$ cat src/rtl/epve_pkg.sv
// Shared widths, codes and types of the encoder period velocity estimator.
package epve_pkg;

    // Calibration table
    localparam int CAL_DEPTH = 16;
    localparam int CAL_IW    = (CAL_DEPTH > 1) ? $clog2(CAL_DEPTH) : 1;
    localparam int LEN_W     = (CAL_IW + 1 > 5) ? CAL_IW + 1 : 5;
    localparam int CAL_W     = 16;
    localparam int CAL_FRAC  = 14;
    localparam logic [CAL_W-1:0] CAL_ONE = CAL_W'(1 << CAL_FRAC);

    // Datapath widths
    localparam int NUM_W  = 48;
    localparam int DEN_W  = 32;
    localparam int VEL_W  = 32;
    localparam int TIME_W = 32;
    localparam int TOC_W  = 5;
    localparam int PROD_W = NUM_W + CAL_W;

    // Configuration register indexes
    localparam int CFG_IW = 3;
    localparam logic [CFG_IW-1:0] CFG_NUMERATOR  = 3'd0;
    localparam logic [CFG_IW-1:0] CFG_MAX_INTVL  = 3'd1;
    localparam logic [CFG_IW-1:0] CFG_MIN_VEL    = 3'd2;
    localparam logic [CFG_IW-1:0] CFG_VARIANCE   = 3'd3;
    localparam logic [CFG_IW-1:0] CFG_CAL_LENGTH = 3'd4;

    // Item function codes
    localparam logic FUNC_STEP      = 1'b0;
    localparam logic FUNC_CAL_WRITE = 1'b1;

    // Result kinds
    typedef logic [1:0] t_kind;
    localparam t_kind KIND_EDGE     = 2'd0;
    localparam t_kind KIND_OVERLONG = 2'd1;
    localparam t_kind KIND_TIMEOUT  = 2'd2;

    typedef logic [CAL_W-1:0] t_cal;
    typedef logic [NUM_W-1:0] t_num;
    typedef logic [DEN_W-1:0] t_den;
    typedef logic [VEL_W-1:0] t_vel;

endpackage

$ cat src/rtl/epve_divider.sv
// Bit-serial restoring divider: one quotient bit per cycle.
module epve_divider (
    input  logic           i_clk,
    input  logic           i_rst_n,
    input  logic           i_start,
    input  epve_pkg::t_num i_numerator,
    input  epve_pkg::t_den i_divisor,
    output logic           o_done,
    output epve_pkg::t_num o_quotient
);
    import epve_pkg::*;

    localparam int CNT_W = $clog2(NUM_W);

    logic             r_busy;
    logic             r_done;
    logic [CNT_W-1:0] r_cnt;
    t_num             r_num;     // numerator bits shift out, quotient bits shift in
    t_den             r_den;
    t_den             r_rem;

    logic [DEN_W:0]   w_trial;
    logic             w_ge;
    logic [DEN_W:0]   w_diff;

    always_comb begin
        w_trial = {r_rem, r_num[NUM_W-1]};
        w_ge    = w_trial >= {1'b0, r_den};
        w_diff  = w_trial - {1'b0, r_den};
    end

    always_ff @(posedge i_clk) begin
        if (!i_rst_n) begin
            r_busy <= 1'b0;
            r_done <= 1'b0;
            r_cnt  <= '0;
        end else begin
            r_done <= r_busy && (r_cnt == '0);
            if (i_start) begin
                r_busy <= 1'b1;
                r_cnt  <= CNT_W'(NUM_W - 1);
            end else if (r_busy) begin
                if (r_cnt == '0) begin
                    r_busy <= 1'b0;
                end
                r_cnt <= r_cnt - CNT_W'(1);
            end
        end
    end

    always_ff @(posedge i_clk) begin
        if (i_start) begin
            r_num <= i_numerator;
            r_den <= i_divisor;
            r_rem <= '0;
        end else if (r_busy) begin
            // Remainder stays below the divisor, so it fits the divisor width
            r_rem <= w_ge ? w_diff[DEN_W-1:0] : w_trial[DEN_W-1:0];
            r_num <= {r_num[NUM_W-2:0], w_ge};
        end
    end

    assign o_done     = r_done;
    assign o_quotient = r_num;

endmodule

$ cat src/rtl/epve_multiplier.sv
// Bit-serial shift-add multiplier for the calibration factor, with saturation.
module epve_multiplier (
    input  logic           i_clk,
    input  logic           i_rst_n,
    input  logic           i_start,
    input  epve_pkg::t_num i_raw,
    input  epve_pkg::t_cal i_cal,
    output logic           o_done,
    output epve_pkg::t_vel o_velocity
);
    import epve_pkg::*;

    localparam int CNT_W = $clog2(CAL_W);

    logic              r_busy;
    logic              r_done;
    logic [CNT_W-1:0]  r_cnt;
    t_num              r_raw;
    t_cal              r_cal;
    logic [PROD_W-1:0] r_acc;

    always_ff @(posedge i_clk) begin
        if (!i_rst_n) begin
            r_busy <= 1'b0;
            r_done <= 1'b0;
            r_cnt  <= '0;
        end else begin
            r_done <= r_busy && (r_cnt == '0);
            if (i_start) begin
                r_busy <= 1'b1;
                r_cnt  <= CNT_W'(CAL_W - 1);
            end else if (r_busy) begin
                if (r_cnt == '0) begin
                    r_busy <= 1'b0;
                end
                r_cnt <= r_cnt - CNT_W'(1);
            end
        end
    end

    // Most significant factor bit first: double and add
    always_ff @(posedge i_clk) begin
        if (i_start) begin
            r_raw <= i_raw;
            r_cal <= i_cal;
            r_acc <= '0;
        end else if (r_busy) begin
            r_acc <= {r_acc[PROD_W-2:0], 1'b0}
                     + (r_cal[CAL_W-1] ? PROD_W'(r_raw) : PROD_W'(0));
            r_cal <= {r_cal[CAL_W-2:0], 1'b0};
        end
    end

    always_comb begin
        if (r_acc[PROD_W-1:VEL_W+CAL_FRAC] != '0) begin
            o_velocity = '1;
        end else begin
            o_velocity = r_acc[VEL_W+CAL_FRAC-1:CAL_FRAC];
        end
    end

    assign o_done = r_done;

endmodule

$ cat src/rtl/encoder_period_velocity_estimator_core.sv
// Top level of the encoder period velocity estimator.
//
// Usage: the input channel (i_in_valid / o_in_stall) takes one item per
// handshake: a time step carrying the sampled pin level, or a calibration
// table write. The output channel (o_out_valid / i_out_stall) delivers at most
// one estimate per item from a single output register. The configuration
// channel (i_cfg_valid / o_cfg_ready) is always ready; write it only while
// the block is idle.
// Flow: a time step without a rising edge, and a table write, needs no
// serial work; a timeout or overlong-period estimate shows on the output in
// the next cycle, and such items can follow every cycle while the receiver
// does not stall. A rising edge with a valid period runs the bit-serial
// divider and then the bit-serial multiplier, and no new item is taken
// until its estimate is in the output register.
// Reset: synchronous and active low; clears all counters, loads the default
// registers and fills the calibration table with 1.0.
// Stall: while the output register holds an estimate that the receiver
// stalls, no new item is taken; the estimate and its fields hold.
module encoder_period_velocity_estimator_core (
    input  logic                         i_clk,
    input  logic                         i_rst_n,
    // Input items
    input  logic                         i_in_valid,
    output logic                         o_in_stall,
    input  logic                         i_func,
    input  logic                         i_pin_level,
    input  logic [3:0]                   i_cal_index,
    input  epve_pkg::t_cal               i_cal_value,
    // Result items
    output logic                         o_out_valid,
    input  logic                         i_out_stall,
    output epve_pkg::t_kind              o_kind,
    output epve_pkg::t_vel               o_velocity,
    output logic [31:0]                  o_variance_out,
    output logic [epve_pkg::TIME_W-1:0]  o_sample_time,
    // Configuration writes
    input  logic                         i_cfg_valid,
    output logic                         o_cfg_ready,
    input  logic [epve_pkg::CFG_IW-1:0]  i_cfg_index,
    input  logic [epve_pkg::NUM_W-1:0]   i_cfg_data
);
    import epve_pkg::*;

    localparam logic [1:0] S_IDLE = 2'd0;
    localparam logic [1:0] S_DIV  = 2'd1;
    localparam logic [1:0] S_MUL  = 2'd2;

    // Configuration registers
    t_num              r_numerator;
    logic [31:0]       r_max_interval;
    t_vel              r_min_vel_half;
    logic [31:0]       r_variance;
    logic [4:0]        r_cal_length;

    // Block state
    logic [1:0]        r_state,       n_state;
    logic              r_prev,        n_prev;
    logic [TIME_W-1:0] r_now,         n_now;
    logic [TIME_W-1:0] r_last_edge,   n_last_edge;
    logic [31:0]       r_since,       n_since;
    logic [TOC_W-1:0]  r_timeouts,    n_timeouts;
    logic [CAL_IW-1:0] r_cal_pos,     n_cal_pos;
    t_cal              r_cal_table [CAL_DEPTH];
    t_cal              r_cal_val;

    // Output register
    logic              r_out_valid,   n_out_valid;
    t_kind             r_out_kind,    n_out_kind;
    t_vel              r_out_vel,     n_out_vel;
    logic [31:0]       r_out_var,     n_out_var;
    logic [TIME_W-1:0] r_out_time,    n_out_time;

    logic              w_in_accept;
    logic [TIME_W-1:0] w_now;
    logic              w_change;
    logic              w_rising;
    logic [TIME_W-1:0] w_interval;
    logic              w_overlong;
    logic [31:0]       w_half_max;
    logic [LEN_W-1:0]  w_len;
    logic [LEN_W-1:0]  w_pos;
    logic [LEN_W-1:0]  w_pos_inc;
    logic [31:0]       w_since_inc;
    logic              w_timeout;
    logic [5:0]        w_shift;
    logic [31:0]       w_var_shifted;
    logic [LEN_W-1:0]  w_wr_idx;
    logic              w_tab_we;
    logic              w_div_start;
    logic              w_div_done;
    t_num              w_quotient;
    logic              w_mul_done;
    t_vel              w_mul_vel;

    // Hold off new items while an edge is being worked out, or while a
    // stalled estimate still sits in the output register
    assign o_in_stall  = (r_state != S_IDLE) || (r_out_valid && i_out_stall);
    assign w_in_accept = i_in_valid && !o_in_stall;
    assign o_cfg_ready = 1'b1;

    // Time-step arithmetic, all on the state before this item
    always_comb begin
        w_now      = r_now + TIME_W'(1);
        w_change   = i_pin_level != r_prev;
        w_rising   = w_change && i_pin_level;
        w_interval = w_now - r_last_edge;
        // A period that wraps to zero counts as overlong
        w_overlong = (w_interval == '0)
                     || ({1'b0, w_interval} > {r_max_interval, 1'b0});
        w_half_max = r_max_interval >> 1;

        // Clamp the table length in use to one .. CAL_DEPTH
        if (r_cal_length == '0) begin
            w_len = LEN_W'(1);
        end else if (LEN_W'(r_cal_length) > LEN_W'(CAL_DEPTH)) begin
            w_len = LEN_W'(CAL_DEPTH);
        end else begin
            w_len = LEN_W'(r_cal_length);
        end
        // A stale position past the length in use restarts at entry zero
        w_pos     = (LEN_W'(r_cal_pos) < w_len) ? LEN_W'(r_cal_pos) : '0;
        w_pos_inc = w_pos + LEN_W'(1);

        w_since_inc   = (r_since != '1) ? r_since + 32'd1 : r_since;
        w_timeout     = w_since_inc >= r_max_interval;
        // Quarter the variance per earlier timeout
        w_shift       = {r_timeouts, 1'b0};
        w_var_shifted = w_shift[5] ? 32'd0 : (r_variance >> w_shift[4:0]);

        w_wr_idx = LEN_W'(i_cal_index);
        w_tab_we = w_in_accept && (i_func == FUNC_CAL_WRITE)
                   && (w_wr_idx < LEN_W'(CAL_DEPTH));
    end

    assign w_div_start = w_in_accept && (i_func == FUNC_STEP) && w_rising && !w_overlong;

    always_comb begin
        n_state     = r_state;
        n_prev      = r_prev;
        n_now       = r_now;
        n_last_edge = r_last_edge;
        n_since     = r_since;
        n_timeouts  = r_timeouts;
        n_cal_pos   = r_cal_pos;
        n_out_valid = r_out_valid;
        n_out_kind  = r_out_kind;
        n_out_vel   = r_out_vel;
        n_out_var   = r_out_var;
        n_out_time  = r_out_time;

        // Drop the estimate once the receiver takes it
        if (r_out_valid && !i_out_stall) begin
            n_out_valid = 1'b0;
        end

        unique case (r_state)
            S_IDLE: begin
                if (w_in_accept && (i_func == FUNC_STEP)) begin
                    n_now = w_now;
                    if (w_change) begin
                        n_prev     = i_pin_level;
                        n_since    = '0;
                        n_timeouts = '0;
                        if (w_rising) begin
                            n_last_edge = w_now;
                            n_cal_pos   = (w_pos_inc >= w_len) ? '0
                                                               : w_pos_inc[CAL_IW-1:0];
                            n_out_var   = '0;
                            if (w_overlong) begin
                                n_out_valid = 1'b1;
                                n_out_kind  = KIND_OVERLONG;
                                n_out_vel   = r_min_vel_half;
                                n_out_time  = w_now - w_half_max;
                            end else begin
                                // Velocity follows from the serial units
                                n_state    = S_DIV;
                                n_out_kind = KIND_EDGE;
                                n_out_time = w_now - (w_interval >> 1);
                            end
                        end
                    end else if (w_timeout) begin
                        n_out_valid = 1'b1;
                        n_out_kind  = KIND_TIMEOUT;
                        n_out_vel   = (r_timeouts == '0) ? r_min_vel_half : '0;
                        n_out_var   = w_var_shifted;
                        n_out_time  = w_now - w_half_max;
                        n_since     = '0;
                        if (r_timeouts != '1) begin
                            n_timeouts = r_timeouts + TOC_W'(1);
                        end
                    end else begin
                        n_since = w_since_inc;
                    end
                end
            end
            S_DIV: begin
                if (w_div_done) begin
                    n_state = S_MUL;
                end
            end
            S_MUL: begin
                if (w_mul_done) begin
                    n_state     = S_IDLE;
                    n_out_valid = 1'b1;
                    n_out_vel   = w_mul_vel;
                end
            end
            default: begin
                n_state = S_IDLE;
            end
        endcase
    end

    always_ff @(posedge i_clk) begin
        if (!i_rst_n) begin
            r_state     <= S_IDLE;
            r_prev      <= 1'b0;
            r_now       <= '0;
            r_last_edge <= '0;
            r_since     <= '0;
            r_timeouts  <= '0;
            r_cal_pos   <= '0;
            r_out_valid <= 1'b0;
        end else begin
            r_state     <= n_state;
            r_prev      <= n_prev;
            r_now       <= n_now;
            r_last_edge <= n_last_edge;
            r_since     <= n_since;
            r_timeouts  <= n_timeouts;
            r_cal_pos   <= n_cal_pos;
            r_out_valid <= n_out_valid;
        end
    end

    // Output payload
    always_ff @(posedge i_clk) begin
        r_out_kind <= n_out_kind;
        r_out_vel  <= n_out_vel;
        r_out_var  <= n_out_var;
        r_out_time <= n_out_time;
    end

    // Configuration registers
    always_ff @(posedge i_clk) begin
        if (!i_rst_n) begin
            r_numerator    <= NUM_W'(65536);
            r_max_interval <= 32'd1000000;
            r_min_vel_half <= '0;
            r_variance     <= 32'd65536;
            r_cal_length   <= 5'd1;
        end else if (i_cfg_valid && o_cfg_ready) begin
            unique case (i_cfg_index)
                CFG_NUMERATOR:  r_numerator    <= i_cfg_data;
                CFG_MAX_INTVL:  r_max_interval <= i_cfg_data[31:0];
                CFG_MIN_VEL:    r_min_vel_half <= i_cfg_data[VEL_W-1:0];
                CFG_VARIANCE:   r_variance     <= i_cfg_data[31:0];
                CFG_CAL_LENGTH: r_cal_length   <= i_cfg_data[4:0];
                default: begin
                end
            endcase
        end
    end

    // Calibration table
    always_ff @(posedge i_clk) begin
        if (!i_rst_n) begin
            for (int i = 0; i < CAL_DEPTH; i++) begin
                r_cal_table[i] <= CAL_ONE;
            end
        end else if (w_tab_we) begin
            r_cal_table[w_wr_idx[CAL_IW-1:0]] <= i_cal_value;
        end
    end

    // Capture the factor for this edge as the divide starts
    always_ff @(posedge i_clk) begin
        if (w_div_start) begin
            r_cal_val <= r_cal_table[w_pos[CAL_IW-1:0]];
        end
    end

    epve_divider u_divider (
        .i_clk       (i_clk),
        .i_rst_n     (i_rst_n),
        .i_start     (w_div_start),
        .i_numerator (r_numerator),
        .i_divisor   (w_interval),
        .o_done      (w_div_done),
        .o_quotient  (w_quotient)
    );

    epve_multiplier u_multiplier (
        .i_clk      (i_clk),
        .i_rst_n    (i_rst_n),
        .i_start    (w_div_done),
        .i_raw      (w_quotient),
        .i_cal      (r_cal_val),
        .o_done     (w_mul_done),
        .o_velocity (w_mul_vel)
    );

    assign o_out_valid    = r_out_valid;
    assign o_kind         = r_out_kind;
    assign o_velocity     = r_out_vel;
    assign o_variance_out = r_out_var;
    assign o_sample_time  = r_out_time;

    // The output register stays empty while an edge is being worked out
    a_slot_empty_busy: assert property (@(posedge i_clk) disable iff (!i_rst_n)
        (r_state == S_DIV || r_state == S_MUL) |-> !r_out_valid)
        else $error("estimate pending during serial work");

    // Divider finishes only while the block waits for it
    a_div_done_state: assert property (@(posedge i_clk) disable iff (!i_rst_n)
        w_div_done |-> (r_state == S_DIV))
        else $error("divider done outside divide phase");

    // A finished multiply shows up as an estimate in the next cycle
    a_mul_to_out: assert property (@(posedge i_clk) disable iff (!i_rst_n)
        (w_mul_done && r_state == S_MUL) |=> (o_out_valid && o_kind == KIND_EDGE))
        else $error("multiply result not delivered");

    // A table write never produces an estimate
    a_write_no_result: assert property (@(posedge i_clk) disable iff (!i_rst_n)
        (w_in_accept && i_func == FUNC_CAL_WRITE) |=>
            (o_out_valid == ($past(o_out_valid) && $past(i_out_stall))))
        else $error("table write produced an estimate");

endmodule
$ cat config.mk
export PLATFORM = sky130hd
export DESIGN_NAME = encoder_period_velocity_estimator_core
export DESIGN_NICKNAME = d
export VERILOG_FILES = /design/src/rtl/epve_pkg.sv /design/src/rtl/epve_divider.sv /design/src/rtl/epve_multiplier.sv /design/src/rtl/encoder_period_velocity_estimator_core.sv
export SDC_FILE = /design/constraint.sdc
export NUM_CORES = 2
export LEC_CHECK = 0
export BUFFER_PORTS_ARGS = -buffer_cell sky130_fd_sc_hd__clkbuf_2
export CORE_MARGIN = 3
export CORE_UTILIZATION = 30
export DETAILED_ROUTE_END_ITERATION = 6
export GPL_ROUTABILITY_DRIVEN = 0
export GPL_TIMING_DRIVEN = 0
export HOLD_SLACK_MARGIN = 0.15
export PLACE_DENSITY = 0.51
export SLEW_MARGIN = 25
export SYNTH_ARGS = -nofsm -noshare
export SYNTH_HDL_FRONTEND = slang
export SYNTH_SLANG_ARGS = --single-unit
$ cat constraint.sdc
create_clock -name i_clk -period 10.15 [get_ports i_clk]
set_input_delay 1.5225 -clock i_clk [delete_from_list [all_inputs] [get_ports i_clk]]
set_output_delay 1.5225 -clock i_clk [all_outputs]
set_load 0.005 [all_outputs]
==> flow_metrics.tcl <==
set metrics [dict create \
    dr.pass1.iters 5 \
    cts_tree "built" \
    fin_cells 7522 \
    drv_cap 0 \
    wl_per_cell_um 21.00 \
    period_needed_ns 9.442 \
    worstPathMaxFanout 26 \
    critPathKind "register to register" \
    synth_top_area_share_pct 31.68 \
    synthArstFlopShare_pct 0 \
    endpoint_kind "register" \
    netlist_area_mm2 0.04872 \
    top_usage_layer "met2" \
    r2r-end "o_velocity[13]" \
    drtIter0Drc 3142 \
    die_y_um 409.0 \
    placed_area_mm2 0.05284 \
    grtUsageMet2_pct 30.06 \
    drive_gt1_share_pct 10.30 \
    yosysWarnings 0 \
    numPlacedInstances 7331 \
    track_usage_pct 18.36 \
    post_cts_buffers 0 \
    hp-class "register to register" \
    h-tree-depth 3 \
    cts-root-buf "clkbuf_16" \
    cp.depth 29 \
    dp_hpwl_mm 119.3 \
    pre_cts_slack_ns 0.9885 \
    grt_max_degree 58 \
    setup_viol 0 \
    clock_path_buffers 3 \
    internal-power_mw 6.748 \
    clkTransAtPathRegs_ns 0.06 \
    cp_num_buf_inv 5 \
    fin_ws_ns 0.7079 \
    cp-start-kind "register" \
    syn-num-nets 5308 \
    slowest_stage "o21ai_0" \
    cts.sinks 882 \
    slowest_delay_ns 0.72 \
    nets 5612 \
    switching_share_pct 30.07 \
    first_global_vias 37390 \
    seq_area_frac_synth_pct 46.80 \
    rsz0062_at_grt "false" \
    area_growth_pct 15.11 \
    num-fill-cells 16410 \
    antenna_found_initial 4 \
    synth_common_cells "nand2_1, edfxtp_1, a21oi_1" \
    crit_arrival_ns 9.88 \
    cts_buffers 101 \
    worstSkewPairLatency_ns 0.73 \
    met1_usage_pct 24.25 \
    synth.most_common_cell "nand2_1" \
    yosys.area.top_type "edfxtp_1" \
    remaining_drc_errors 0 \
    fp.coreArea_mm2 0.1609 \
    power.total_mw 9.649 \
    status "complete, no violations" \
    die_area_mm2 0.1673 \
    row_count 147 \
    vias_per_cell 5.085 \
    grt_pass1_wl_mm 235.0 \
    r2r_cells 29 \
    syn-mean-instance-area_um2 9.803 \
    hold_violations 0 \
    power_frac_comb_pct 19.8 \
    tns_ns 0 \
    synth_seq_cells 882 \
    finalCritPeriodShare_pct 93.03 \
    cp-endpoint "o_velocity[13]" \
    cts_resized 0 \
    grt_remaining_overflow 0 \
    synth_ff_type "edfxtp_1" \
    slew_violations 0 \
    yosysUniqueCellTypes 95 \
    share_seq_of_total_power_pct 43.1 \
    die_w_um 409.0 \
    power.leakage_nw 21.64 \
    clkPwrFrac_pct 37.1 \
    skew_ns 0.04932 \
    r2r_start "r_now[1]" \
    num_io_pins 179 \
    seq_area_mm2 0.02281 \
    critPathLaunch "r_now[1]" \
    synth_edf_count 514 \
    multi_input_area_mm2 0.02421 \
    fmax_ghz 0.1059 \
    grtUsageMet3_pct 3.050 \
    ir_worst_vdd_v 0.0001279 \
    start_util_pct 30.27 \
    dr_total_vias 38250 \
    worst_path_dominant_cell_family "simple AND/OR/NAND/NOR gates" \
    port_buffers 176 \
    syn_inst 4970 \
    tightest_slew_ns 1.087 \
    fin_area_mm2 0.05608 \
    required_ns 10.59 \
    ctsHoldBuffers 0 \
    slew_headroom_pct 27.55 \
    power.density_mw_per_mm2 172.1 \
    synth_area_leaders "edfxtp_1, dfxtp_1, ha_1" \
    p_switching_mw 2.902 \
    routed_wl_mm 157.9 \
    ant_nets 0 \
    rrSetupSlack_ns 0.71 \
]
-- layout by cell type (no fill, tap or decap), drive strengths merged, types with 54 or more instances in the layout --
cell,instances
a211oi,119
a21o,103
a21oi,408
and2,314
buf,62
clkbuf,562
dfxtp,368
edfxtp,514
ha,255
inv,190
mux2,90
mux2i,112
nand2,592
nand2b,56
nand3,82
nand4,58
nor2,395
o211ai,54
o21ai,194
xnor2,138
xor2,123
-- metal layers --
layer	part of all wire, %	vias up
met5	0.0044	-
met4	3.5	2
met3	5.9	246
met2	46	1037
met1	45	18580
li1	-	18380
-- through the flow --
step           util, %  hold slack, ns
2_1_floorplan        -          0.4204
3_3_place_gp     32.50          0.4336
3_5_place_dp     32.83          0.4318
4_1_cts          34.84          0.4372
5_1_grt          34.84          0.4353
6_report         34.85          0.4355
-- worst min path at each step --
stage	startpoint	cells past startpoint	end	slack, ns
final	u_divider.o_quotient[31]	0	u_multiplier.r_raw[31]	0.44
after detailed placement	u_divider.o_quotient[29]	0	u_multiplier.r_raw[29]	0.43
after global routing	u_divider.o_quotient[31]	0	u_multiplier.r_raw[31]	0.44
after global placement	u_divider.o_quotient[14]	0	u_multiplier.r_raw[14]	0.43
after floorplan	u_divider.o_quotient[0]	0	u_multiplier.r_raw[0]	0.42
after CTS	u_divider.o_quotient[31]	0	u_multiplier.r_raw[31]	0.44
-- power by group through the flow --
stage	logic (mW)	registers [mW]	clock network, mW
final	1.91	4.16	3.58
after global routing	2.12	4.18	3.82
after CTS	1.91	4.16	3.68
after detailed placement	1.89	4.23	0
after global placement	1.86	4.24	0
after floorplan	1.36	4.18	0
-- logic make-up (layout without fill, tap and decap cells) --
| group | Yosys count | in the layout | synth area share, % |
|---|---|---|---|
| simple gates | 1767 | 1767 | 17.65 |
| compound gates | 1096 | 1096 | 14.34 |
| flops | 882 | 882 | 46.80 |
| buf+inv | 467 | 857 | 3.808 |
| xor+xnor | 261 | 261 | 4.692 |
| fa+ha+maj | 260 | 260 | 6.754 |
| mux | 236 | 236 | 5.953 |
| other cells | 1 | 3 | 0.007697 |
-- final cells by class --
| cell class | instances | share of cell area [%] |
|---|---|---|
| antenna | 2 | 0.008924 |
| buffer | 278 | 2.046 |
| clock buffer | 145 | 4.980 |
| clock inverter | 44 | 0.7831 |
| inverter | 189 | 1.269 |
| multi-input combinational | 3621 | 43.17 |
| sequential | 882 | 40.66 |
| tap | 2160 | 4.819 |
| timing repair buffer | 201 | 2.262 |
-- state kept, by name, summed over array words and instances (netlist names), 48 cells and up --
register	cells
u_multiplier.r_acc	64
u_divider.o_quotient	48
r_numerator	48
u_multiplier.r_raw	48
r_cal_table	256
Note: power is estimated with default switching activity, not from simulation.
